===== config.mk =====
export PLATFORM = sky130hd
export DESIGN_NAME = rse_fifo
export DESIGN_NICKNAME = d
export VERILOG_FILES = /design/src/rpn_stack_evaluator_core_assert.svh /design/src/rse_pkg.sv /design/src/rse_fifo.sv
export SDC_FILE = /design/constraint.sdc
export NUM_CORES = 1
export LEC_CHECK = 0
export BUFFER_PORTS_ARGS = -buffer_cell sky130_fd_sc_hd__buf_2
export CORE_ASPECT_RATIO = 0.7
export CORE_MARGIN = 2
export CORE_UTILIZATION = 35
export DETAILED_ROUTE_END_ITERATION = 6
export PLACE_DENSITY = 0.58
export SYNTH_ARGS = -nofsm -noshare
export SYNTH_HDL_FRONTEND = slang
export SYNTH_SLANG_ARGS = --single-unit

===== constraint.sdc =====
create_clock -name clock -period 5.33 [get_ports clock]
set_input_delay 1.066 -clock clock [delete_from_list [all_inputs] [get_ports clock]]
set_output_delay 1.066 -clock clock [all_outputs]
set_load 0.01 [all_outputs]

===== src/rpn_stack_evaluator_core_assert.svh =====
// Assertion macros used by the evaluator core.
`ifndef RPN_STACK_EVALUATOR_CORE_ASSERT_SVH
`define RPN_STACK_EVALUATOR_CORE_ASSERT_SVH

// The consequent must hold in the same cycle as the antecedent.
`define RSE_ASSERT_SAME(label, clk, rst, ante, cons, msg) \
   label: assert property (@(posedge clk) disable iff (rst) (ante) |-> (cons)) \
      else $error(msg);

// The consequent must hold in the cycle after the antecedent.
`define RSE_ASSERT_NEXT(label, clk, rst, ante, cons, msg) \
   label: assert property (@(posedge clk) disable iff (rst) (ante) |=> (cons)) \
      else $error(msg);

`endif


===== src/rse_pkg.sv =====
`timescale 1ns / 1ps

package rse_pkg;

   localparam int STACK_DEPTH_DEF = 64;
   localparam int QUEUE_DEPTH     = 4;
   localparam int CHAR_W          = 8;
   localparam int VALUE_W         = 64;
   localparam int STATUS_W        = 3;
   localparam int DIGIT_W         = 4;
   localparam int REQ_DATA_W      = 8;
   localparam int RSP_DATA_W      = 72;
   localparam int RSP_PAD_W       = RSP_DATA_W - VALUE_W - STATUS_W;

   localparam logic [CHAR_W-1:0] CH_SPACE = 8'h20;
   localparam logic [CHAR_W-1:0] CH_ZERO  = 8'h30;
   localparam logic [CHAR_W-1:0] CH_NINE  = 8'h39;
   localparam logic [CHAR_W-1:0] CH_PLUS  = 8'h2B;
   localparam logic [CHAR_W-1:0] CH_MINUS = 8'h2D;
   localparam logic [CHAR_W-1:0] CH_STAR  = 8'h2A;
   localparam logic [CHAR_W-1:0] CH_SLASH = 8'h2F;

   typedef enum logic [2:0] {
      TK_SPACE,
      TK_DIGIT,
      TK_ADD,
      TK_SUB,
      TK_MUL,
      TK_DIV,
      TK_BAD
   } token_kind_type;

   typedef struct packed {
      token_kind_type       kind;
      logic [DIGIT_W-1:0]   digit;
      logic                 last;
   } token_type;

   typedef enum logic [STATUS_W-1:0] {
      ST_OK       = 3'd0,
      ST_BAD_CHAR = 3'd1,
      ST_FEW_OPS  = 3'd2,
      ST_DIV_ZERO = 3'd3,
      ST_NOT_ONE  = 3'd4,
      ST_OVERFLOW = 3'd5
   } status_type;

   typedef enum logic {
      OP_MUL,
      OP_DIV
   } md_op_type;

   typedef struct packed {
      logic      start;
      md_op_type op;
   } md_ctrl_type;

   typedef struct packed {
      logic               done;
      logic [VALUE_W-1:0] result;
   } md_resp_type;

endpackage


===== src/rse_fifo.sv =====
`timescale 1ns / 1ps

module rse_fifo (
   input  logic               clock,
   input  logic               reset,
   input  logic               push_valid,
   input  rse_pkg::token_type push_tok,
   output logic               push_ready,
   output logic               pop_valid,
   output rse_pkg::token_type pop_tok,
   input  logic               pop
);
   import rse_pkg::*;

   localparam int PW = $clog2(QUEUE_DEPTH);
   localparam int CW = $clog2(QUEUE_DEPTH + 1);

   token_type        entry_ff [QUEUE_DEPTH];
   logic [PW-1:0]    wr_ptr_ff;
   logic [PW-1:0]    wr_ptr_in;
   logic [PW-1:0]    rd_ptr_ff;
   logic [PW-1:0]    rd_ptr_in;
   logic [CW-1:0]    fill_ff;
   logic [CW-1:0]    fill_in;
   logic             do_push;
   logic             do_pop;

   assign push_ready = fill_ff != CW'(QUEUE_DEPTH);
   assign pop_valid  = fill_ff != '0;
   assign pop_tok    = entry_ff[rd_ptr_ff];
   assign do_push    = push_valid && push_ready;
   assign do_pop     = pop && pop_valid;

   always_comb begin
      wr_ptr_in = do_push ? wr_ptr_ff + PW'(1) : wr_ptr_ff;
      rd_ptr_in = do_pop ? rd_ptr_ff + PW'(1) : rd_ptr_ff;
      fill_in   = fill_ff + CW'(do_push) - CW'(do_pop);
   end

   always_ff @(posedge clock) begin
      if (reset) begin
         wr_ptr_ff <= '0;
         rd_ptr_ff <= '0;
         fill_ff   <= '0;
      end else begin
         wr_ptr_ff <= wr_ptr_in;
         rd_ptr_ff <= rd_ptr_in;
         fill_ff   <= fill_in;
      end
      if (do_push) begin
         entry_ff[wr_ptr_ff] <= push_tok;
      end
   end

endmodule


==> results of run 1 <==
metal layers:
layer | routed length [um] | up-vias | part of all wire [%]
met1 | 1181 | 389 | 46
met5 | 0 | - | 0
met4 | 60 | 0 | 2.3
met2 | 1235 | 17 | 48
li1 | - | 388 | -
met3 | 118 | 5 | 4.5
synthesized netlist by cell type:
master | number | area, um^2
sky130_fd_sc_hd__and2_2 | 1 | 7.510
sky130_fd_sc_hd__and2_1 | 4 | 25.02
sky130_fd_sc_hd__mux2_4 | 1 | 15.01
sky130_fd_sc_hd__xnor2_1 | 1 | 8.760
sky130_fd_sc_hd__edfxtp_1 | 32 | 960.9
sky130_fd_sc_hd__fa_1 | 1 | 20.02
sky130_fd_sc_hd__nand2b_1 | 2 | 12.51
sky130_fd_sc_hd__buf_6 | 1 | 11.26
sky130_fd_sc_hd__a21boi_4 | 1 | 18.77
sky130_fd_sc_hd__nor3_2 | 1 | 10.01
sky130_fd_sc_hd__dfxtp_1 | 9 | 180.2
sky130_fd_sc_hd__nor2_2 | 1 | 6.260
sky130_fd_sc_hd__or3_1 | 1 | 6.260
sky130_fd_sc_hd__mux2i_1 | 1 | 10.01
sky130_fd_sc_hd__ha_1 | 6 | 75.07
sky130_fd_sc_hd__nor2_1 | 7 | 26.28
sky130_fd_sc_hd__o311ai_1 | 1 | 8.760
sky130_fd_sc_hd__nor2b_1 | 1 | 6.260
sky130_fd_sc_hd__mux4_2 | 8 | 180.2
sky130_fd_sc_hd__nand2_1 | 1 | 3.750
sky130_fd_sc_hd__o31a_2 | 1 | 10.01
sky130_fd_sc_hd__inv_1 | 5 | 18.77
sky130_fd_sc_hd__xor2_1 | 2 | 17.52
sky130_fd_sc_hd__clkbuf_1 | 2 | 7.510
cells in the final DEF (no fill, tap or decap):
master / instances
sky130_fd_sc_hd__o311ai_1: 1
sky130_fd_sc_hd__nor2_2: 1
sky130_fd_sc_hd__nand2b_1: 2
sky130_fd_sc_hd__clkbuf_8: 5
sky130_fd_sc_hd__o31a_2: 1
sky130_fd_sc_hd__xor2_1: 2
sky130_fd_sc_hd__inv_1: 5
sky130_fd_sc_hd__fa_1: 1
sky130_fd_sc_hd__clkinvlp_4: 1
sky130_fd_sc_hd__and2_2: 1
sky130_fd_sc_hd__mux2i_1: 1
sky130_fd_sc_hd__buf_2: 21
sky130_fd_sc_hd__xnor2_1: 1
sky130_fd_sc_hd__mux2_4: 1
sky130_fd_sc_hd__edfxtp_1: 32
sky130_fd_sc_hd__bufinv_16: 1
sky130_fd_sc_hd__nand2_1: 1
sky130_fd_sc_hd__a21boi_4: 1
sky130_fd_sc_hd__and2_1: 4
sky130_fd_sc_hd__or3_1: 1
sky130_fd_sc_hd__clkinv_1: 1
sky130_fd_sc_hd__dfxtp_1: 9
sky130_fd_sc_hd__mux4_2: 8
sky130_fd_sc_hd__nor2b_1: 1
sky130_fd_sc_hd__ha_1: 6
sky130_fd_sc_hd__nor3_2: 1
sky130_fd_sc_hd__nor2_1: 7
logic make-up after synthesis:
logic type | Yosys count | share of synthesized area (%)
adder cells (fa/ha/maj) | 7 | 5.775
XOR/XNOR | 3 | 1.596
AND/OR/NAND/NOR | 19 | 6.308
flip-flops | 41 | 69.30
AO/OA/AOI/OAI | 3 | 2.280
buffers and inverters | 8 | 2.280
multiplexers | 10 | 12.46
area by class of cell:
cell class,count,share of cell area (%)
timing repair buffer,21,5.497
clock buffer,5,3.599
tap,55,3.599
inverter,5,0.9817
clock inverter,3,2.160
multi-input combinational,42,24.48
sequential,41,59.69
critical path, stage by stage, from the launching register on:
cell and delay [ns]:
sky130_fd_sc_hd__dfxtp_1 0.69, sky130_fd_sc_hd__mux4_2 0.58, sky130_fd_sc_hd__buf_2 0.16
power by group through the flow:
| stage | combinational (uW) | sequential, uW | clock (uW) |
|---|---|---|---|
| floorplan | 200 | 432 | 0 |
| global placement | 243 | 457 | 0 |
| detailed placement | 247 | 462 | 0 |
| CTS | 248 | 455 | 251 |
| global route | 272 | 464 | 261 |
| finish | 242 | 452 | 242 |
registers in the layout (all words and copies together) (netlist names), named ones only:
signal     flops
entry_ff      32
fill_ff        3
rd_ptr_ff      2
wr_ptr_ff      2
worst max path at each step:
stage | end | slack (ns)
CTS | pop_tok[0] | 2.48
global placement | fill_ff[2] | 2.51
detailed placement | fill_ff[2] | 2.43
finish | pop_tok[7] | 2.54
global route | pop_tok[6] | 2.43
floorplan | fill_ff[2] | 2.64
per-stage QoR:
stage	util, %	cells	power [uW]
CTS	43.16	172	953.9
floorplan	-	91	632.1
global route	43.16	172	996.3
global placement	40.68	164	699.6
detailed placement	40.68	164	709.0
finish	43.16	172	936.2
==> impl_metrics.ini, run 1 <==
[run_status]
status = completed

[sta]
fin_skew_ns = 0.001728
fin_setup_tns_ns = 0
achievable_frequency_ghz = 0.3586
hold_viol = 0
tightestPinTransition_ns = 0.5783
timing.final.setup_violations = 0
final_period_minus_worst_setup_slack_ns = 2.789
final_cycle_utilization_of_the_critical_path_pct = 52.32
fin_hold_ws_ns = 0.5169
relSlewSlack_pct = 61.39
rsz0062_at_grt = false
slew_viol_final = 0
fin_ws_ns = 2.541

[clock_tree]
worst_setup_hold_path_clk_slew_ns = 0.07
clk_root_buffer_cell = sky130_fd_sc_hd__clkbuf_8
post_cts_resized = 0
holdBufCountCts = 0
clock_sinks = 41
cts_made_buffers = 5
clockBufferDepth = 2
clk-insertion-delay-late_ns = 0.29
tritoncts = built
post_cts_buffers = 0
htree_num_levels = 2

[grt]
initial_antenna_violation_count = 0
globalRouteTotalUtil_pct = 11.46
grt_pass1_vias = 837
overflow_left_after_global_routing = 0
grt_busiest_layer = met2
use_met2_pct = 18.16
grt_first_pass_wirelength_um = 4140
maximum_number_of_pins_on_one_net_before_global_route_repair = 14
groute.layer.met1.usage_pct = 13.72
grt.met3_usage_pct = 3.887

[place]
pre_cts_slack_ns = 2.435
gp_routability_congestion = 0.7584
io_buffer_count = 21
instance_area_at_placement_um2 = 1802

[die]
die_w_um = 85.98
placementRows = 20
placeableCoreArea_um2 = 4429
io_pins = 22
chip_height_um = 61.39
floorplan.die_area_um2 = 5278
initial_core_util_pct = 37.18

[worst_hold_path]
min_from = wr_ptr_ff[1]
timing.hold.worst_path_depth = 2
min-delay-path-class = reg2reg
whs_endpoint = wr_ptr_ff[1]

[route]
postRouteAntennaNets = 0
totalWireLength_um = 2595
avgRoutedWirePerCell_um = 15.09
final_routed_drc_violation_total = 0
detail_route.first_pass.iterations = 3
num_vias = 799
initialDrtViolationCount = 37
post_drt_via_cell_ratio = 4.645

[power_and_ir_drop]
static-leakage-power_uw = 0.0006939
power_frac_comb_pct = 25.8
share_clk_of_total_power_pct = 25.9
switching_share_pct = 29.05
power.net_switching_uw = 272.0
p_seq_share_pct = 48.3
power_report.internal_total_uw = 664.3
vdd_drop_max_mv = 0.1545
power.density_nw_per_um2 = 489.7

[cells_and_area]
area_of_the_multi_input_gates_um2 = 467.9
area_delta_synth_final_pct = 16.11
insertedDiodeCount = 0
layout.nets = 135
fraction_of_final_layout_cells_sized_beyond_drive_strength_1_pct = 35.90
seq_area_um2 = 1141
fin_area_um2 = 1912
filler_cell_count = 396

[setup_path]
timing.reg2reg.worst_path_depth = 11
end_kind = output port
timing.critical_path.required_ns = 4.26
reg2reg_from = fill_ff[1]
crit_fanout = 8
rrSetupSlack_ns = 3.01
critical_path.reg2reg.endpoint = fill_ff[2]
timing.critical_path.arrival_ns = 1.72
worst-setup-path-type = reg2out
worstSetupStartpointType = register

[synth]
synth_seq_cells = 41
synth.lib_cells_used.distinct = 24
synth-seq-area-share_pct = 69.30
nets_in_the_synthesized_netlist = 110
synth_area_per_cell_um2 = 18.09
synth.yosys.warnings = 0
synthesis.instances = 91
syn_area_um2 = 1647

[run]
maxCapViolCount = 0
Power figures use the tool's default switching activity.
==> inputs of run 2 (changes only) <==
--- a/config.mk
+++ b/config.mk
@@ -5,12 +5,13 @@
 export SDC_FILE = /design/constraint.sdc
 export NUM_CORES = 1
 export LEC_CHECK = 0
+export ABC_AREA = 1
 export BUFFER_PORTS_ARGS = -buffer_cell sky130_fd_sc_hd__buf_2
 export CORE_ASPECT_RATIO = 0.7
 export CORE_MARGIN = 2
 export CORE_UTILIZATION = 35
 export DETAILED_ROUTE_END_ITERATION = 6
-export PLACE_DENSITY = 0.58
+export PLACE_DENSITY = 0.6
 export SYNTH_ARGS = -nofsm -noshare
 export SYNTH_HDL_FRONTEND = slang
 export SYNTH_SLANG_ARGS = --single-unit
==> constraint.sdc (replaced) <==
create_clock -name clock -period 2.4 [get_ports clock]
set_input_delay 0.48 -clock clock [delete_from_list [all_inputs] [get_ports clock]]
set_output_delay 0.48 -clock clock [all_outputs]
set_load 0.01 [all_outputs]
==> run 2 against run 1 <==
Against the previous run: via count grew 35%; routed wire length grew 15%; register-to-register slack lost 2.6 ns; clock skew increased by 0.0075 ns; critical path type is now reg2reg; die area is 1.7% higher; non-clock buffer count is 5 higher; critical path depth up 8; sequential cell count did not move; sequential power is 110% higher; worst hold slack worse by 0.16 ns; setup slack worse by 2.2 ns; highest routed layer unchanged; clock power rose by 120%.
==> impl_metrics.ini, run 2 <==
[clock_tree]
clock_sinks = 41
clk_root_buffer_cell = sky130_fd_sc_hd__clkbuf_8
htree_num_levels = 2
tritoncts = built
cts_made_buffers = 5
clockBufferDepth = 2
clk-insertion-delay-late_ns = 0.30
holdBufCountCts = 0
worst_setup_hold_path_clk_slew_ns = 0.08
post_cts_resized = 0
post_cts_buffers = 0

[route]
postRouteAntennaNets = 0
detail_route.first_pass.iterations = 4
num_vias = 1078
final_routed_drc_violation_total = 0
totalWireLength_um = 2972
post_drt_via_cell_ratio = 4.687
initialDrtViolationCount = 68
avgRoutedWirePerCell_um = 12.92

[power_and_ir_drop]
power.density_nw_per_um2 = 1040
p_total_uw = 2054
static-leakage-power_uw = 0.0007794
vdd_drop_max_mv = 0.2864

[synth]
synthDominantCellAreaShare_pct = 57.31
synthesis.instances = 141
yosys.area.top_type = sky130_fd_sc_hd__edfxtp_1
synthArstFlopShare_pct = 0
nets_in_the_synthesized_netlist = 160
synth_top_cells_by_count = sky130_fd_sc_hd__edfxtp_1 (32), sky130_fd_sc_hd__nor2_1 (28), sky130_fd_sc_hd__inv_1 (15)
synth.lib_cells_used.distinct = 18
largest_cells_by_area_after_synthesis = sky130_fd_sc_hd__edfxtp_1 (57%), sky130_fd_sc_hd__dfxtp_1 (11%), sky130_fd_sc_hd__nor2_1 (6.3%)
synth_area_per_cell_um2 = 11.89
synth_seq_cells = 41
syn_area_um2 = 1677
count_of_flip_flops_with_a_built_in_enable_after_synthesis = 32
synth-main-ff-cell = sky130_fd_sc_hd__edfxtp_1
synth-seq-area-share_pct = 68.06
synth.yosys.warnings = 0
synthMostInstantiatedCell = sky130_fd_sc_hd__edfxtp_1

[cells_and_area]
largest_registers = entry_ff: 32 flops, fill_ff: 3 flops
insertedDiodeCount = 0
largest_register_ffs = 32
fraction_of_final_layout_cells_sized_beyond_drive_strength_1_pct = 23.12
layout.nets = 191
regMostFlops = entry_ff
most-common-layout-cells = sky130_fd_sc_hd__edfxtp_1 (32), sky130_fd_sc_hd__nor2_1 (28), sky130_fd_sc_hd__buf_2 (21)
fin_area_um2 = 1976
most_common_cell_after_layout_fill_and_taps_aside = sky130_fd_sc_hd__edfxtp_1
area_delta_synth_final_pct = 17.84
filler_cell_count = 441

[setup_path]
cpMaxStageDelayCell = sky130_fd_sc_hd__fa_1
cp-startpoint = fill_ff[1]
end_kind = register
crit_chain = nor2_2 > nand2_2 > nand2_1 > ha_1 > inv_1 > ha_1 > inv_1 > fa_1 > o21ai_0 > nor2_1
crit_fanout = 6
worstSetupStartpointType = register
timing.critical_path.required_ns = 2.60
timing.critical_path.arrival_ns = 2.24
setup.worst_path.end = fill_ff[2]
reg2reg_from = fill_ff[1]
critical_path.reg2reg.endpoint = fill_ff[2]
worst-setup-path-type = reg2reg
timing.reg2reg.worst_path_depth = 10
critical_path.max_stage_delay_ns = 0.38
rrSetupSlack_ns = 0.36

[die]
io_pins = 22
chip_height_um = 61.91
placeableCoreArea_um2 = 4703
initial_core_util_pct = 35.65
placementRows = 21
die_w_um = 86.73
floorplan.die_area_um2 = 5369

[sta]
fin_hold_ws_ns = 0.3617
fin_setup_tns_ns = 0
slew_viol_final = 0
tightestPinTransition_ns = 0.3493
final_period_minus_worst_setup_slack_ns = 2.039
hold_viol = 0
timing.final.setup_violations = 0
final_cycle_utilization_of_the_critical_path_pct = 84.98
fin_skew_ns = 0.009183
rsz0062_at_grt = false
achievable_frequency_ghz = 0.4903
relSlewSlack_pct = 76.68

[run]
maxCapViolCount = 0

[run_status]
status = completed

[grt]
grt_pass1_vias = 990
overflow_left_after_global_routing = 0
grt_first_pass_wirelength_um = 4712
maximum_number_of_pins_on_one_net_before_global_route_repair = 17
initial_antenna_violation_count = 0
globalRouteTotalUtil_pct = 12.22

[place]
instance_area_at_placement_um2 = 1868
detailed_place_hpwl_um = 2039
io_buffer_count = 21
gp_routability_congestion = 0.7313

[worst_hold_path]
min-delay-path-class = in2reg
-- run 2: cell types whose count changed after synthesis, moves of 3 or more --
cell and delta:
sky130_fd_sc_hd__inv_1 +10, sky130_fd_sc_hd__o21ai_0 +13, sky130_fd_sc_hd__mux4_2 -8, sky130_fd_sc_hd__nand2_1 +9, sky130_fd_sc_hd__o21ai_2 +3, sky130_fd_sc_hd__a21oi_1 +4
sky130_fd_sc_hd__nor2_1 +21, sky130_fd_sc_hd__and2_1 -4, sky130_fd_sc_hd__nand3_1 +3, sky130_fd_sc_hd__o22ai_1 +8
-- run 2: critical path: cells and delay by family (launching register included) --
kind / cells / cell delay [ns]
adders and majority gates: 3 / 0.75
AOI/OAI and AO/OA: 1 / 0.18
and+or+nand+nor: 4 / 0.54
DFF: 1 / 0.36
buffers and inverters: 2 / 0.09
-- run 2: cells by family (layout without fill, tap and decap cells) --
logic type	after synthesis	in the layout	synth area share, %
AOI/OAI and AO/OA	31	31	10.82
and+or+nand+nor	44	44	10.52
buffers and inverters	18	50	4.925
adders and majority gates	7	7	5.672
DFF	41	41	68.06
-- run 2: worst min-delay path by stage --
stage	startpoint	endpoint	depth (start not counted)
after floorplan	rd_ptr_ff[0]	register	2
after global placement	rd_ptr_ff[0]	rd_ptr_ff[0]	2
after detailed placement	rd_ptr_ff[0]	register	2
after CTS	reset	fill_ff[0]	2
after global routing	reset	fill_ff[0]	2
final	reset	fill_ff[0]	2
-- run 2: area by class of cell --
type | instances | area, um^2 | area share, %
Inverter | 16 | 60.06 | 3.040
Clock buffer | 6 | 72.57 | 3.673
Tap cell | 57 | 71.32 | 3.610
Sequential cell | 41 | 1141 | 57.76
Multi-Input combinational cell | 82 | 452.9 | 22.93
Timing Repair Buffer | 26 | 142.6 | 7.220
Clock inverter | 2 | 35.03 | 1.773
-- run 2: power breakdown --
| part | internal (uW) | switching (uW) | leakage (uW) |
|---|---|---|---|
| registers | 875 | 70.3 | 0.000367 |
| logic | 219 | 350 | 0.000357 |
| clock network | 308 | 231 | 0.0000552 |
| total | 1400 | 652 | 0.000779 |
-- run 2: layer usage --
layer	global-route usage, %	routed length [um]	vias to the layer above
li1	-	-	546
met2	20.33	1445	19
met1	14.76	1353	508
met4	7.366	30	0
met5	0	0	-
met3	3.170	142	5
-- run 2: through the flow --
stage / worst slack, ns / util, % / std cells
final: 0.3605 / 42.01 / 230
after global routing: 0.2127 / 42.01 / 230
after CTS: 0.3454 / 42.01 / 230
after detailed placement: 0.3756 / 39.72 / 222
after global placement: 0.4706 / 39.72 / 222
after floorplan: 0.5171 / - / 141
==> inputs of run 3 (changes only) <==
--- a/config.mk
+++ b/config.mk
@@ -11,7 +11,7 @@
 export CORE_MARGIN = 2
 export CORE_UTILIZATION = 35
 export DETAILED_ROUTE_END_ITERATION = 6
-export PLACE_DENSITY = 0.6
+export PLACE_DENSITY = 0.58
 export SYNTH_ARGS = -nofsm -noshare
 export SYNTH_HDL_FRONTEND = slang
 export SYNTH_SLANG_ARGS = --single-unit
==> constraint.sdc (replaced) <==
create_clock -name clock -period 1.9 [get_ports clock]
set_input_delay 0.38 -clock clock [delete_from_list [all_inputs] [get_ports clock]]
set_output_delay 0.38 -clock clock [all_outputs]
set_load 0.01 [all_outputs]
==> run 3 against run 2 <==
Against the previous run: clock power rose by 29%; final cell count increased by 2.2%; core utilization increased by 1.4 points; first-iteration DRC count fell by 56%; critical path type unchanged.
==> impl_metrics.ini, run 3 (synthesis results as in run 2) <==
[sta]
fin_ws_ns = 0.1377
achievable_frequency_ghz = 0.5674
relSlewSlack_pct = 80.62
fin_setup_tns_ns = 0
rsz0062_at_grt = false
hold_viol = 0
tightestPinTransition_ns = 0.2903
fin_skew_ns = 0.007835
final_cycle_utilization_of_the_critical_path_pct = 92.76
final_period_minus_worst_setup_slack_ns = 1.762
timing.final.setup_violations = 0
slew_viol_final = 0

[setup_path]
critical_path.max_stage_delay_ns = 0.52
end_kind = register
worstSetupStartpointType = register
critPathTopFamily = adder cells
crit_fanout = 3
timing.critical_path.required_ns = 2.10
cpMaxStageDelayCell = sky130_fd_sc_hd__fa_2
crit_chain = nor2_4 > nand2_2 > nand2_1 > ha_1 > inv_1 > ha_1 > inv_1 > fa_2 > nor2_1
cp_num_buf_inv = 2
worst-setup-path-type = reg2reg
timing.critical_path.arrival_ns = 1.96

[power_and_ir_drop]
p_seq_share_pct = 44.0
power.net_switching_uw = 866.2
power.density_nw_per_um2 = 1332
p_total_uw = 2723
switching_share_pct = 31.82
static-leakage-power_uw = 0.0008054
vdd_drop_max_mv = 0.5590
share_clk_of_total_power_pct = 25.5
power_report.internal_total_uw = 1856
power_frac_comb_pct = 30.5

[cells_and_area]
largest_register_ffs = 32
seq_area_um2 = 1149
area_delta_synth_final_pct = 21.87
filler_cell_count = 447
insertedDiodeCount = 0
layout.nets = 196
largest_registers = entry_ff: 32 flops, fill_ff: 3 flops
most-common-layout-cells = sky130_fd_sc_hd__edfxtp_1 (32), sky130_fd_sc_hd__nor2_1 (28), sky130_fd_sc_hd__buf_2 (21)
fraction_of_final_layout_cells_sized_beyond_drive_strength_1_pct = 29.78
final_core_utilization_pct = 43.44
most_common_cell_after_layout_fill_and_taps_aside = sky130_fd_sc_hd__edfxtp_1
regMostFlops = entry_ff
area_of_the_multi_input_gates_um2 = 464.2

[clock_tree]
clockBufferDepth = 2
tritoncts = built
holdBufCountCts = 0
htree_num_levels = 2
cts_made_buffers = 5
clk-insertion-delay-late_ns = 0.29
clk_root_buffer_cell = sky130_fd_sc_hd__clkbuf_8
worst_setup_hold_path_clk_slew_ns = 0.08
clock_sinks = 41

[grt]
globalRouteTotalUtil_pct = 12.50
initial_antenna_violation_count = 0
grt_pass1_vias = 1007
overflow_left_after_global_routing = 0
maximum_number_of_pins_on_one_net_before_global_route_repair = 17
grt_first_pass_wirelength_um = 4733

[worst_hold_path]
min-delay-path-class = in2reg

[route]
detail_route.first_pass.iterations = 4
post_drt_via_cell_ratio = 4.660
totalWireLength_um = 3069
final_routed_drc_violation_total = 0
postRouteAntennaNets = 0
avgRoutedWirePerCell_um = 13.06
initialDrtViolationCount = 30
num_vias = 1095

[run_status]
status = completed

[die]
die_w_um = 86.73
placeableCoreArea_um2 = 4703
io_pins = 22
placementRows = 21
floorplan.die_area_um2 = 5369
chip_height_um = 61.91
initial_core_util_pct = 35.65

[run]
maxCapViolCount = 0

[place]
gp_routability_congestion = 0.8032
io_buffer_count = 21
detailed_place_hpwl_um = 2182
pre_cts_slack_ns = -0.02776
==> run 3: final timing paths <==
check        slack (ns)    endpoint          from  depth (start not counted)
max                0.14  fill_ff[1]    fill_ff[0]                          9
min                0.25  fill_ff[1]         reset                          2
max reg2reg        0.14  fill_ff[1]    fill_ff[0]                          9
min reg2reg        0.51    register  rd_ptr_ff[1]                          2
==> run 3: cell type report <==
cell class	instances	share of cell area, %
clock buffers	5	3.368
well taps	57	3.491
flip-flops and latches	41	56.22
clock inverters	3	2.266
inverters	16	3.123
repair buffers	31	8.818
multi-input cells	82	22.72
==> run 3: routing by layer <==
layer | vias to the layer above | GRT usage (%) | wire length, um | part of all wire (%)
li1 | 560 | - | - | -
met1 | 516 | 14.95 | 1409 | 46
met2 | 14 | 21.43 | 1531 | 50
met3 | 5 | 3.963 | 88 | 2.9
met4 | 0 | 5.357 | 39 | 1.3
met5 | - | 0 | 0 | 0
==> run 3: through the flow <==
step	std cells	instance area (um^2)	hold slack, ns
finish	235	2043	0.2535
global route	235	2043	0.2605
CTS	234	2014	0.2491
detailed placement	226	1898	0.4839
global placement	226	1898	0.5000
floorplan	141	1677	0.4467
==> run 3: power groups by stage <==
stage | clock [uW] | sequential, uW | combinational, uW
after floorplan | 0 | 1190 | 506
after global placement | 0 | 1200 | 759
after detailed placement | 0 | 1200 | 799
after CTS | 718 | 1180 | 801
after global routing | 754 | 1210 | 953
final | 694 | 1200 | 831
==> run 3: repair_timing <==
item,4_1_cts,5_1_grt
endpoints found under the hold margin,0,0
pin swaps,0,1
buffers inserted,0,1
gates resized for setup,1,10
endpoints found under the setup margin,1,8
